==> src/sv/acc_pkg.sv <==
// ----------------------------------------------------------------------------
// Affine character cipher package
// Shared widths, character codes, register indexes and the config struct.
// ----------------------------------------------------------------------------
`default_nettype none

package acc_pkg;

    // Field and datapath widths
    localparam int ACC_CHAR_W = 8;
    localparam int ACC_KEY_W  = 7;
    localparam int ACC_SUM_W  = 2 * ACC_KEY_W;
    localparam int ACC_PROD_W = ACC_SUM_W + ACC_KEY_W;
    localparam int ACC_IDX_W  = 2;

    // Default number of long-division steps per pipeline stage
    localparam int ACC_STEPS_DEF = 3;

    // Character codes
    localparam logic [ACC_CHAR_W-1:0] CH_NEWLINE  = 8'd10;
    localparam logic [ACC_CHAR_W-1:0] CH_SPACE    = 8'd32;
    localparam logic [ACC_CHAR_W-1:0] CH_UPPER_A  = 8'd65;
    localparam logic [ACC_CHAR_W-1:0] CH_UPPER_Z  = 8'd90;
    localparam logic [ACC_CHAR_W-1:0] CH_LOWER_A  = 8'd97;
    localparam logic [ACC_CHAR_W-1:0] CH_LOWER_Z  = 8'd122;
    localparam logic [ACC_CHAR_W-1:0] CH_CASE_GAP = 8'd32;

    // Register indexes
    localparam logic [ACC_IDX_W-1:0] CFG_MODULUS    = 2'd0;
    localparam logic [ACC_IDX_W-1:0] CFG_MULTIPLIER = 2'd1;
    localparam logic [ACC_IDX_W-1:0] CFG_OFFSET     = 2'd2;
    localparam logic [ACC_IDX_W-1:0] CFG_DECRYPT    = 2'd3;

    // Register reset values
    localparam logic [ACC_KEY_W-1:0] RST_MODULUS    = 7'd27;
    localparam logic [ACC_KEY_W-1:0] RST_MULTIPLIER = 7'd1;
    localparam logic [ACC_KEY_W-1:0] RST_OFFSET     = 7'd0;

    // Live configuration; m is the effective modulus (never zero)
    typedef struct packed {
        logic [ACC_KEY_W-1:0] m;
        logic [ACC_KEY_W-1:0] mult;
        logic [ACC_KEY_W-1:0] offset;
        logic                 decrypt;
    } t_cfg;

endpackage

`default_nettype wire

==> src/sv/acc_in_if.sv <==
// ----------------------------------------------------------------------------
// Input character channel
// Valid/ready channel carrying one input byte per item.
// ----------------------------------------------------------------------------
`default_nettype none

interface acc_in_if;
    logic                           valid;
    logic                           ready;
    logic [acc_pkg::ACC_CHAR_W-1:0] char_in;

    modport source (output valid, output char_in, input ready);
    modport sink   (input valid, input char_in, output ready);
endinterface

`default_nettype wire

==> src/sv/acc_out_if.sv <==
// ----------------------------------------------------------------------------
// Output character channel
// Valid/ready channel carrying one cipher byte per item.
// ----------------------------------------------------------------------------
`default_nettype none

interface acc_out_if;
    logic                           valid;
    logic                           ready;
    logic [acc_pkg::ACC_CHAR_W-1:0] char_out;

    modport source (output valid, output char_out, input ready);
    modport sink   (input valid, input char_out, output ready);
endinterface

`default_nettype wire

==> src/sv/acc_cfg_if.sv <==
// ----------------------------------------------------------------------------
// Configuration write channel
// Valid/ready channel carrying a register index and write data.
// ----------------------------------------------------------------------------
`default_nettype none

interface acc_cfg_if;
    logic                          valid;
    logic                          ready;
    logic [acc_pkg::ACC_IDX_W-1:0] index;
    logic [acc_pkg::ACC_KEY_W-1:0] data;

    modport source (output valid, output index, output data, input ready);
    modport sink   (input valid, input index, input data, output ready);
endinterface

`default_nettype wire

==> src/sv/acc_cfg_regs.sv <==
// ----------------------------------------------------------------------------
// Configuration registers
// Holds modulus, multiplier, offset and mode; presents the effective modulus.
// ----------------------------------------------------------------------------
`default_nettype none

module acc_cfg_regs (
    input  wire              i_clk,
    input  wire              i_rst_n,
    acc_cfg_if.sink          i_cfg,
    output acc_pkg::t_cfg    o_cfg
);

    logic [acc_pkg::ACC_KEY_W-1:0] r_modulus;
    logic [acc_pkg::ACC_KEY_W-1:0] r_multiplier;
    logic [acc_pkg::ACC_KEY_W-1:0] r_offset;
    logic                          r_decrypt;

    // Always take writes
    assign i_cfg.ready = 1'b1;

    // Update the addressed register
    always_ff @(posedge i_clk) begin
        if (!i_rst_n) begin
            r_modulus    <= acc_pkg::RST_MODULUS;
            r_multiplier <= acc_pkg::RST_MULTIPLIER;
            r_offset     <= acc_pkg::RST_OFFSET;
            r_decrypt    <= 1'b0;
        end else if (i_cfg.valid) begin
            unique case (i_cfg.index)
                acc_pkg::CFG_MODULUS:    r_modulus    <= i_cfg.data;
                acc_pkg::CFG_MULTIPLIER: r_multiplier <= i_cfg.data;
                acc_pkg::CFG_OFFSET:     r_offset     <= i_cfg.data;
                acc_pkg::CFG_DECRYPT:    r_decrypt    <= i_cfg.data[0];
                default: begin
                end
            endcase
        end
    end

    // Treat a zero modulus as one
    always_comb begin
        o_cfg.m       = (r_modulus == '0) ? acc_pkg::ACC_KEY_W'(1) : r_modulus;
        o_cfg.mult    = r_multiplier;
        o_cfg.offset  = r_offset;
        o_cfg.decrypt = r_decrypt;
    end

endmodule

`default_nettype wire

==> src/sv/acc_front.sv <==
// ----------------------------------------------------------------------------
// Cipher front end
// Two stages: decode the byte into an index and operands, then multiply-add.
// Encrypt forms mult*p + offset; decrypt forms mult*(p + 128*m - offset),
// both congruent to the cipher value mod m.
// ----------------------------------------------------------------------------
`default_nettype none

module acc_front (
    input  wire                              i_clk,
    input  wire                              i_rst_n,
    input  wire                              i_en,
    input  acc_pkg::t_cfg                    i_cfg,
    input  wire                              i_vld,
    input  wire [acc_pkg::ACC_CHAR_W-1:0]    i_char,
    output logic                             o_vld,
    output logic [acc_pkg::ACC_PROD_W-1:0]   o_prod
);

    logic [acc_pkg::ACC_CHAR_W-1:0] w_c1;
    logic [acc_pkg::ACC_CHAR_W-1:0] w_c2;
    logic                           w_letter;
    logic                           w_space;
    logic [acc_pkg::ACC_KEY_W-1:0]  w_p;
    logic [acc_pkg::ACC_SUM_W-1:0]  n_s;
    logic [acc_pkg::ACC_KEY_W-1:0]  n_t;

    logic                           r_a_vld;
    logic [acc_pkg::ACC_SUM_W-1:0]  r_s;
    logic [acc_pkg::ACC_KEY_W-1:0]  r_t;
    logic                           r_b_vld;
    logic [acc_pkg::ACC_PROD_W-1:0] r_prod;
    logic [acc_pkg::ACC_PROD_W-1:0] n_prod;

    // Decode: newline to space, fold case, map to an index
    always_comb begin
        w_c1 = (i_char == acc_pkg::CH_NEWLINE) ? acc_pkg::CH_SPACE : i_char;
        w_c2 = w_c1;
        if (w_c1 >= acc_pkg::CH_UPPER_A && w_c1 <= acc_pkg::CH_UPPER_Z) begin
            w_c2 = w_c1 + acc_pkg::CH_CASE_GAP;
        end
        w_letter = (w_c2 >= acc_pkg::CH_LOWER_A) && (w_c2 <= acc_pkg::CH_LOWER_Z);
        w_space  = (w_c2 == acc_pkg::CH_SPACE);
        w_p      = w_letter ? acc_pkg::ACC_KEY_W'(w_c2 - acc_pkg::CH_LOWER_A)
                            : i_cfg.m - acc_pkg::ACC_KEY_W'(1);
        if (i_cfg.decrypt) begin
            // Adding 128*m keeps the difference non-negative
            n_s = acc_pkg::ACC_SUM_W'(w_p) + {i_cfg.m, acc_pkg::ACC_KEY_W'(0)}
                - acc_pkg::ACC_SUM_W'(i_cfg.offset);
            n_t = '0;
        end else begin
            n_s = acc_pkg::ACC_SUM_W'(w_p);
            n_t = i_cfg.offset;
        end
    end

    // Multiply-add on the registered operands
    assign n_prod = acc_pkg::ACC_PROD_W'(r_s) * acc_pkg::ACC_PROD_W'(i_cfg.mult)
                  + acc_pkg::ACC_PROD_W'(r_t);

    // Advance valid bits; drop bytes outside the alphabet here
    always_ff @(posedge i_clk) begin
        if (!i_rst_n) begin
            r_a_vld <= 1'b0;
            r_b_vld <= 1'b0;
        end else if (i_en) begin
            r_a_vld <= i_vld && (w_letter || w_space);
            r_b_vld <= r_a_vld;
        end
    end

    // Advance payload
    always_ff @(posedge i_clk) begin
        if (i_en) begin
            r_s    <= n_s;
            r_t    <= n_t;
            r_prod <= n_prod;
        end
    end

    assign o_vld  = r_b_vld;
    assign o_prod = r_prod;

endmodule

`default_nettype wire

==> src/sv/acc_mod_step.sv <==
// ----------------------------------------------------------------------------
// Modulo reduction stage
// Runs NBITS restoring long-division steps on the dividend bits from HI down,
// then registers the partial remainder together with the dividend.
// ----------------------------------------------------------------------------
`default_nettype none

module acc_mod_step #(
    parameter int HI    = acc_pkg::ACC_PROD_W - 1,
    parameter int NBITS = acc_pkg::ACC_STEPS_DEF
) (
    input  wire                              i_clk,
    input  wire                              i_rst_n,
    input  wire                              i_en,
    input  acc_pkg::t_cfg                    i_cfg,
    input  wire                              i_vld,
    input  wire [acc_pkg::ACC_PROD_W-1:0]    i_val,
    input  wire [acc_pkg::ACC_KEY_W-1:0]     i_rem,
    output logic                             o_vld,
    output logic [acc_pkg::ACC_PROD_W-1:0]   o_val,
    output logic [acc_pkg::ACC_KEY_W-1:0]    o_rem
);

    logic [acc_pkg::ACC_KEY_W:0]   w_t;
    logic [acc_pkg::ACC_KEY_W-1:0] n_rem;
    logic                          r_vld;
    logic [acc_pkg::ACC_PROD_W-1:0] r_val;
    logic [acc_pkg::ACC_KEY_W-1:0] r_rem;

    // Shift in one dividend bit per step, subtract m when it fits
    always_comb begin
        n_rem = i_rem;
        w_t   = '0;
        for (int i = 0; i < NBITS; i++) begin
            w_t = {n_rem, i_val[HI - i]};
            if (w_t >= {1'b0, i_cfg.m}) begin
                w_t = w_t - {1'b0, i_cfg.m};
            end
            n_rem = w_t[acc_pkg::ACC_KEY_W-1:0];
        end
    end

    always_ff @(posedge i_clk) begin
        if (!i_rst_n) begin
            r_vld <= 1'b0;
        end else if (i_en) begin
            r_vld <= i_vld;
        end
    end

    always_ff @(posedge i_clk) begin
        if (i_en) begin
            r_val <= i_val;
            r_rem <= n_rem;
        end
    end

    assign o_vld = r_vld;
    assign o_val = r_val;
    assign o_rem = r_rem;

endmodule

`default_nettype wire

==> src/sv/affine_char_cipher.sv <==
// ----------------------------------------------------------------------------
// Affine character cipher
// Streams bytes through an affine cipher over a configurable alphabet.
// ----------------------------------------------------------------------------
// Usage:
//   i_in   : one ASCII byte per item. Letters, space and newline give one
//            result; any other byte is consumed and gives none.
//   o_out  : one cipher byte per result: space for residue m-1, else 97+v.
//   i_cfg  : register writes (0 modulus, 1 multiplier, 2 offset, 3 mode),
//            always ready; write only while no items are in flight.
// Throughput: one item per cycle while o_out takes its items.
// Pipeline: two front stages (decode, multiply-add), the long-division
//   stages of the mod-m reduction and the output register lie between
//   accept and o_out.valid.
// Stall: when o_out holds an item that is not taken, the whole pipeline
//   freezes and i_in.ready drops; nothing is lost or repeated.
// Reset: clears every valid bit and loads modulus 27, multiplier 1,
//   offset 0, encrypt mode.
// ----------------------------------------------------------------------------
`default_nettype none

module affine_char_cipher #(
    parameter int STEPS_PER_STAGE = acc_pkg::ACC_STEPS_DEF
) (
    input  wire         i_clk,
    input  wire         i_rst_n,
    acc_in_if.sink      i_in,
    acc_out_if.source   o_out,
    acc_cfg_if.sink     i_cfg
);

    localparam int NUM_STAGES = (acc_pkg::ACC_PROD_W + STEPS_PER_STAGE - 1) / STEPS_PER_STAGE;

    acc_pkg::t_cfg                  w_cfg;
    logic                           w_en;
    logic                           w_vld [0:NUM_STAGES];
    logic [acc_pkg::ACC_PROD_W-1:0] w_val [0:NUM_STAGES];
    logic [acc_pkg::ACC_KEY_W-1:0]  w_rem [0:NUM_STAGES];
    logic [acc_pkg::ACC_CHAR_W-1:0] n_char_out;
    logic                           r_out_vld;
    logic [acc_pkg::ACC_CHAR_W-1:0] r_char_out;

    acc_cfg_regs u_cfg (
        .i_clk   (i_clk),
        .i_rst_n (i_rst_n),
        .i_cfg   (i_cfg),
        .o_cfg   (w_cfg)
    );

    // Advance the pipeline unless the output holds an untaken item
    assign w_en       = !r_out_vld || o_out.ready;
    assign i_in.ready = w_en;

    acc_front u_front (
        .i_clk   (i_clk),
        .i_rst_n (i_rst_n),
        .i_en    (w_en),
        .i_cfg   (w_cfg),
        .i_vld   (i_in.valid),
        .i_char  (i_in.char_in),
        .o_vld   (w_vld[0]),
        .o_prod  (w_val[0])
    );

    assign w_rem[0] = '0;

    // Reduction stages, MSB first
    for (genvar k = 0; k < NUM_STAGES; k++) begin : g_mod
        localparam int HI = acc_pkg::ACC_PROD_W - 1 - k * STEPS_PER_STAGE;
        localparam int NB = (HI + 1 < STEPS_PER_STAGE) ? HI + 1 : STEPS_PER_STAGE;

        acc_mod_step #(
            .HI    (HI),
            .NBITS (NB)
        ) u_step (
            .i_clk   (i_clk),
            .i_rst_n (i_rst_n),
            .i_en    (w_en),
            .i_cfg   (w_cfg),
            .i_vld   (w_vld[k]),
            .i_val   (w_val[k]),
            .i_rem   (w_rem[k]),
            .o_vld   (w_vld[k+1]),
            .o_val   (w_val[k+1]),
            .o_rem   (w_rem[k+1])
        );
    end

    // Map the residue back to a character
    assign n_char_out = (w_rem[NUM_STAGES] == w_cfg.m - acc_pkg::ACC_KEY_W'(1))
                      ? acc_pkg::CH_SPACE
                      : acc_pkg::CH_LOWER_A + acc_pkg::ACC_CHAR_W'(w_rem[NUM_STAGES]);

    always_ff @(posedge i_clk) begin
        if (!i_rst_n) begin
            r_out_vld <= 1'b0;
        end else if (w_en) begin
            r_out_vld <= w_vld[NUM_STAGES];
        end
    end

    always_ff @(posedge i_clk) begin
        if (w_en) begin
            r_char_out <= n_char_out;
        end
    end

    assign o_out.valid    = r_out_vld;
    assign o_out.char_out = r_char_out;

    // The final remainder is fully reduced
    a_rem_reduced: assert property (@(posedge i_clk) disable iff (!i_rst_n)
        w_vld[NUM_STAGES] |-> (w_rem[NUM_STAGES] < w_cfg.m))
        else $error("remainder not below modulus");

    // A result is a space or a letter below residue m-1
    a_out_range: assert property (@(posedge i_clk) disable iff (!i_rst_n)
        o_out.valid |-> (o_out.char_out == acc_pkg::CH_SPACE) ||
            ((o_out.char_out >= acc_pkg::CH_LOWER_A) &&
             ((o_out.char_out - acc_pkg::CH_LOWER_A) <
              (acc_pkg::ACC_CHAR_W'(w_cfg.m) - acc_pkg::ACC_CHAR_W'(1)))))
        else $error("output character out of range");

    // A stall freezes the pipeline valid bits
    a_stall_hold: assert property (@(posedge i_clk) disable iff (!i_rst_n)
        !w_en |=> $stable(w_vld[0]) && $stable(w_vld[NUM_STAGES]))
        else $error("pipeline moved during stall");

    // No result straight out of reset
    a_reset_quiet: assert property (@(posedge i_clk)
        $past(!i_rst_n) |-> !o_out.valid)
        else $error("output valid after reset");

endmodule

`default_nettype wire

==> src/flat_wrapper.sv <==
// flat-port wrapper written by rule: the top's interface ports become plain ports
module affine_char_cipher_flat 
#(
    parameter int STEPS_PER_STAGE = acc_pkg::ACC_STEPS_DEF
)
  (i_clk, i_rst_n, i_in_valid, i_in_char_in, i_in_ready, o_out_valid, o_out_char_out, o_out_ready, i_cfg_valid, i_cfg_index, i_cfg_data, i_cfg_ready);
  acc_in_if i_in_i ();
  acc_out_if o_out_i ();
  acc_cfg_if i_cfg_i ();
  input  wire i_clk;
  input  wire i_rst_n;
  input wire logic [$bits(i_in_i.valid)-1:0] i_in_valid;
  input wire logic [$bits(i_in_i.char_in)-1:0] i_in_char_in;
  output wire logic [$bits(i_in_i.ready)-1:0] i_in_ready;
  output wire logic [$bits(o_out_i.valid)-1:0] o_out_valid;
  output wire logic [$bits(o_out_i.char_out)-1:0] o_out_char_out;
  input wire logic [$bits(o_out_i.ready)-1:0] o_out_ready;
  input wire logic [$bits(i_cfg_i.valid)-1:0] i_cfg_valid;
  input wire logic [$bits(i_cfg_i.index)-1:0] i_cfg_index;
  input wire logic [$bits(i_cfg_i.data)-1:0] i_cfg_data;
  output wire logic [$bits(i_cfg_i.ready)-1:0] i_cfg_ready;
  assign i_in_i.valid = i_in_valid;
  assign i_in_i.char_in = i_in_char_in;
  assign i_in_ready = i_in_i.ready;
  assign o_out_valid = o_out_i.valid;
  assign o_out_char_out = o_out_i.char_out;
  assign o_out_i.ready = o_out_ready;
  assign i_cfg_i.valid = i_cfg_valid;
  assign i_cfg_i.index = i_cfg_index;
  assign i_cfg_i.data = i_cfg_data;
  assign i_cfg_ready = i_cfg_i.ready;
  affine_char_cipher #(.STEPS_PER_STAGE(STEPS_PER_STAGE)) u_core (.i_clk(i_clk), .i_rst_n(i_rst_n), .i_in(i_in_i), .o_out(o_out_i), .i_cfg(i_cfg_i));
endmodule
==> config.mk <==
export PLATFORM = sky130hd
export DESIGN_NAME = affine_char_cipher_flat
export DESIGN_NICKNAME = d
export VERILOG_FILES = /design/src/sv/acc_pkg.sv /design/src/sv/acc_in_if.sv /design/src/sv/acc_out_if.sv /design/src/sv/acc_cfg_if.sv /design/src/sv/acc_cfg_regs.sv /design/src/sv/acc_front.sv /design/src/sv/acc_mod_step.sv /design/src/sv/affine_char_cipher.sv /design/src/flat_wrapper.sv
export SDC_FILE = /design/constraint.sdc
export NUM_CORES = 1
export LEC_CHECK = 0
export BUFFER_PORTS_ARGS = -buffer_cell sky130_fd_sc_hd__buf_2
export CAP_MARGIN = 30
export CORE_MARGIN = 2
export CORE_UTILIZATION = 57
export CTS_CLUSTER_SIZE = 25
export DETAILED_ROUTE_END_ITERATION = 7
export PLACE_DENSITY = 0.85
export SETUP_SLACK_MARGIN = 0.05
export SYNTH_ARGS = -nofsm -noshare
export SYNTH_HDL_FRONTEND = slang
export SYNTH_HIERARCHICAL = 1
export SYNTH_SLANG_ARGS = --single-unit
==> constraint.sdc <==
create_clock -name i_clk -period 28.5 [get_ports i_clk]
set_clock_uncertainty 0.15 [all_clocks]
set_input_delay 8.55 -clock i_clk [delete_from_list [all_inputs] [get_ports i_clk]]
set_output_delay 8.55 -clock i_clk [all_outputs]
set_load 0.01 [all_outputs]
# Yosys cells after proc, flatten, opt, wreduce, memory -nomap -nowiden
# Index checks and enable logic that the tools add are counted.
classes:
  n_addsub: 28
  n_mul: 1
  order_cmp: 25
  n_eq_ne: 6
  n_mux: 26
  reduce_logical: 12
ops:
  columns: ["op", "n"]
  rows:
  - ["7-bit two-way mux", 24]
  - ["8-bit by 7-bit >= comparator with 1-bit output", 20]
  - ["7-bit subtractor", 20]
  - ["21-bit by 7-bit adder with 21-bit output", 1]
  - ["14-bit by 7-bit multiplier with 21-bit output", 1]
  - ["8-bit by 7-bit >= comparator with 1-bit output (second input constant)", 2]
  - ["8-bit by 7-bit <= comparator with 1-bit output (second input constant)", 2]
  - ["8-bit two-way mux", 2]
  - ["7-bit by 14-bit adder with 14-bit output", 1]
  - ["14-bit by 7-bit subtractor with 14-bit output", 1]
  - ["7-bit by 7-bit adder with 8-bit output (first input constant)", 1]
  - ["8-bit by 6-bit adder with 8-bit output (second input constant)", 1]
  - ["8-bit by 4-bit equality test with 1-bit output (second input constant)", 1]
  - ["8-bit by 6-bit equality test with 1-bit output (second input constant)", 1]
  - ["2-bit AND reduction", 4]
  - ["7-bit equality test", 1]
  - ["1-bit by 7-bit >= comparator with 1-bit output", 1]
  - ["7-bit zero test", 1]
  - ["1-bit by 7-bit subtractor with 7-bit output", 1]
  - ["7-bit by 1-bit subtractor with 7-bit output (second input constant)", 1]
  - ["7-bit subtractor (second input constant)", 1]
  - ["2-bit equality test (second input constant)", 2]
  - ["1-bit logical AND", 3]
  - ["2-bit by 1-bit equality test with 1-bit output (second input constant)", 1]
  - ["3 further kinds", 4]
totals:
  ff_bits: 194
  input_bits: 22
  output_inout_bits: 11
  word_cells: 130

# Longest topological paths before layout
logic_depth:
  word_depth: 11
  mapped_depth: 30
  mapped_depth_nobuf: 27

# Cells and area by module
# The synthesis kept the hierarchy.
by_module_without_submodules:
  columns: ["mod", "n_inst", "cells_per_inst", "area_per_inst_um2", "seq_area_each_um2"]
  rows:
  - ["acc_mod_step at u_core.g_mod[3].u_step ...", 3, 229, 2294.7, 860.8]
  - ["acc_front", 1, 580, 5688.0, 1301.2]
  - ["acc_mod_step at u_core.g_mod[0].u_step ...", 2, 216, 2313.5, 860.8]
  - ["acc_mod_step at u_core.g_mod[6].u_step", 1, 190, 2193.4, 860.8]
  - ["acc_mod_step at u_core.g_mod[2].u_step", 1, 192, 2147.1, 860.8]
  - ["acc_cfg_regs", 1, 98, 933.4, 440.4]
  - ["affine_char_cipher", 1, 70, 689.4, 260.2]

# Worst setup path after synthesis
# OpenSTA, ideal clock, no wires.
synth_timing:
  kind: "input -> output"
  from: "in o_out_ready"
  to: "out i_in_ready"
  t_arrival_ns: 14.817
  t_required_ns: 19.800
  path_slack_ns: 4.983
  stages: 1
  path_buffers: 0
  path_cell_list: "nand2b_1"
synth_via:
  elab_chain_len: 1
synth_lines:
  columns: ["item", "line_no", "rtl"]
  rows:
  - ["start: declaration", "flat_wrapper.sv:17", "input wire logic [$bits(o_out_i.ready)-1:0] o_out_ready;"]
  - ["1-bit logical OR", "affine_char_cipher.sv:51", "assign w_en = !r_out_vld || o_out.ready;"]
  - ["end: declaration", "flat_wrapper.sv:14", "output wire logic [$bits(i_in_i.ready)-1:0] i_in_ready;"]
# No other way between the ends.

# Worst setup path after layout
# Same ends and word-level chain as after synthesis.

==> impl_results.html <==
<table>
<tr><th>Metric</th><th>Value</th></tr>
<tr><th colspan="2">STA</th></tr>
<tr><td>Total Negative Setup Slacks</td><td>0 ps</td></tr>
<tr><td>Slew at the pin closest to its max-slew limit</td><td>924 ps</td></tr>
<tr><td>Worst rel slew slack</td><td>0.384</td></tr>
<tr><td>Post-route minimum period</td><td>17890 ps</td></tr>
<tr><td>Post-route fraction of the period consumed by the critical path</td><td>0.628</td></tr>
<tr><td>Setup repair after global routing missed its margin</td><td>no</td></tr>
<tr><td>Maximum clock frequency</td><td>55.9 MHz</td></tr>
<tr><td>Count of final setup violators</td><td>0</td></tr>
<tr><td>Hold Vio Cnt, Final</td><td>0</td></tr>
<tr><td>Fin. max-slew vios</td><td>0</td></tr>
<tr><th colspan="2">GRT</th></tr>
<tr><td>Global Route Usage Sum</td><td>0.254</td></tr>
<tr><td>Antenna violations before repair</td><td>0</td></tr>
<tr><td>Maximum number of pins on one net before global-route repair</td><td>80</td></tr>
<tr><td>Number of global-route vias before repair</td><td>16600</td></tr>
<tr><td>First-pass GRT wire length</td><td>79100 µm</td></tr>
<tr><td>Total grt overflow</td><td>0</td></tr>
<tr><th colspan="2">Layout</th></tr>
<tr><td>NumNets Final</td><td>2510</td></tr>
<tr><td>Area added between synthesis and finish</td><td>5.55%</td></tr>
<tr><td>Fillers</td><td>2889</td></tr>
<tr><td>Proportion of layout cells with a drive suffix above 1</td><td>0.0794</td></tr>
<tr><td>Count of inserted antenna diode cells</td><td>0</td></tr>
<tr><th colspan="2">Clock tree</th></tr>
<tr><td>Clock tree root driver cell</td><td>clkbuf_16</td></tr>
<tr><td>Buffer count from post-CTS setup fixing</td><td>0</td></tr>
<tr><td>Clock tree from TritonCTS</td><td>built</td></tr>
<tr><td>Clock Latency Late Sink</td><td>450 ps</td></tr>
<tr><td>Clk slew on worst S/H paths</td><td>70 ps</td></tr>
<tr><td>Cells resized by post-CTS repair</td><td>0</td></tr>
<tr><td>Number of buffers inserted during clock tree synthesis</td><td>17</td></tr>
<tr><td>Clock Tree Buf Depth</td><td>2</td></tr>
<tr><td>H-tree level count</td><td>4</td></tr>
<tr><td>Number of clock sinks</td><td>194</td></tr>
<tr><td>CTS Hold Bufs</td><td>0</td></tr>
<tr><th colspan="2">Logic synthesis</th></tr>
<tr><td>Post-synthesis cell count</td><td>2165</td></tr>
<tr><td>Yosys Warn Count</td><td>6</td></tr>
<tr><td>Netlist area before placement</td><td>20600 µm²</td></tr>
<tr><td>Post-synthesis area per instance</td><td>9.53 µm²</td></tr>
<tr><th colspan="2">Floorplan</th></tr>
<tr><td>Floorplan die height</td><td>194 µm</td></tr>
<tr><td>Initial Util</td><td>0.579</td></tr>
<tr><td>FP Rows</td><td>69</td></tr>
<tr><td>Die width</td><td>194 µm</td></tr>
<tr><td>Boundary Pins</td><td>33</td></tr>
<tr><td>Area of the die</td><td>37700 µm²</td></tr>
<tr><td>Area of the placeable core</td><td>35700 µm²</td></tr>
<tr><th colspan="2">Flow run</th></tr>
<tr><td>Number of maximum-capacitance constraint violations</td><td>0</td></tr>
<tr><th colspan="2">Place</th></tr>
<tr><td>Number of I/O port buffers</td><td>31</td></tr>
<tr><td>HPWL after detailed placement</td><td>36200 µm</td></tr>
<tr><td>RD Place Congestion</td><td>0.937</td></tr>
<tr><th colspan="2">Drt</th></tr>
<tr><td>Drt via density</td><td>6.26</td></tr>
<tr><td>Total DRC errors in the routed layout</td><td>0</td></tr>
<tr><td>Wirelength, routed</td><td>47900 µm</td></tr>
<tr><td>Number of DRC violations after detailed-routing iteration 0</td><td>1348</td></tr>
<tr><td>Wirelength per Cell</td><td>18.0 µm</td></tr>
<tr><td>Detailed-routing iteration count for the pre-antenna-repair pass</td><td>5</td></tr>
<tr><td>Total via count after detailed routing</td><td>16700</td></tr>
<tr><td>Number of nets with antenna violations after detailed routing</td><td>0</td></tr>
<tr><th colspan="2">Setup path</th></tr>
<tr><td>CP Launch Type</td><td>input pin</td></tr>
<tr><td>Largest fanout on the critical path</td><td>20</td></tr>
<tr><td>Setup crit end kind</td><td>primary output</td></tr>
<tr><td>Required time at the worst-slack endpoint</td><td>19800 ps</td></tr>
<tr><td>Worst Path Class, Setup</td><td>input pin to primary output</td></tr>
<tr><td>Depth of the worst register-to-register path</td><td>25</td></tr>
<tr><td>Arrival time of data at the critical path endpoint</td><td>9190 ps</td></tr>
<tr><th colspan="2">Outcome</th></tr>
<tr><td>Status</td><td>finished clean</td></tr>
<tr><th colspan="2">Hold path</th></tr>
<tr><td>Type of the most critical hold path</td><td>register to register</td></tr>
<tr><td>Depth of the worst hold-timing path</td><td>0</td></tr>
</table>
[critical path: stages]
cell and delay [ps]:
buf_2 80, nand2b_4 320, buf_2 240
[cell type report]
| cell class | instances | area [µm²] | area share |
|---|---|---|---|
| clock buffer | 19 | 464 | 0.0213 |
| tap | 461 | 577 | 0.0265 |
| sequential | 194 | 5510 | 0.253 |
| inverter | 206 | 773 | 0.0355 |
| timing repair buffer | 43 | 265 | 0.0122 |
| clock inverter | 13 | 109 | 0.00500 |
| multi-input combinational | 1730 | 14100 | 0.647 |
[state kept, by name, summed over array words and instances (netlist names), 7 cells and up]
register / cells
u_core/g_mod.u_step/o_rem: 49
u_core/g_mod.u_step/o_val: 63
u_core/g_mod.u_step/o_vld: 7
u_core/o_out.char_out: 8
u_core/u_cfg/r_modulus: 7
u_core/u_cfg/r_multiplier: 7
u_core/u_cfg/r_offset: 7
u_core/u_front/o_prod: 21
u_core/u_front/r_s: 14
u_core/u_front/r_t: 7
[layout by cell type (no fill, tap or decap), drive strengths merged, types with 9 or more instances in the layout]
master and count:
ha 208, mux2i 103, clkbuf 19, and2 71, nand4b 10, xnor2 57
a21o 34, a211oi 40, conb 18, mux2 29, dfxtp 32, nor2b 37
nand4 17, o21bai 16, a31oi 18, nand3 66, o31ai 9, a211o 13
a21oi 98, nand2b 39, buf 43, nand3b 10, o21ai 119, o21a 33
o32ai 12, edfxtp 162, inv 215, nor2 149, fa 88, nand2 173
nor3b 17, xor2 33, o211ai 24, a21boi 9, nor3 41
[metrics by stage]
step / utilization / cell area [µm²] / std cells / worst slack, ps / hold WS, ps
after global placement: 0.594 / 21200 / 2633 / 10620 / 251
after detailed placement: 0.594 / 21200 / 2633 / 10610 / 255
final: 0.611 / 21800 / 2666 / 10610 / 253
after floorplan: - / 20700 / 2181 / 6980 / 250
after CTS: 0.610 / 21800 / 2665 / 10610 / 258
after global routing: 0.611 / 21800 / 2666 / 10580 / 256
[final timing paths]
kind                                     startpoint                                    endpoint  slack [ps]
max                                     o_out_ready                                  i_in_ready       10610
max reg2reg  u_core/u_cfg/r_modulus[1]$_SDFFE_PN1P_   u_core/g_mod[2].u_step/o_rem[1]$_DFFE_PP_       20440
min             u_core/u_front/o_prod[12]$_DFFE_PP_  u_core/g_mod[0].u_step/o_val[12]$_DFFE_PP_         250
min reg2reg     u_core/u_front/o_prod[12]$_DFFE_PP_  u_core/g_mod[0].u_step/o_val[12]$_DFFE_PP_         250
[layer usage]
| metal | GRT usage | up-vias | part of all wire |
|---|---|---|---|
| met1 | 0.312 | 8065 | 0.42 |
| met2 | 0.455 | 608 | 0.50 |
| li1 | - | 7908 | - |
| met5 | 0 | - | 0 |
| met3 | 0.0342 | 101 | 0.056 |
| met4 | 0.0952 | 0 | 0.029 |
Power is not shown: default switching activity piles up to over one toggle a cycle in this logic, so the estimate is an artifact.
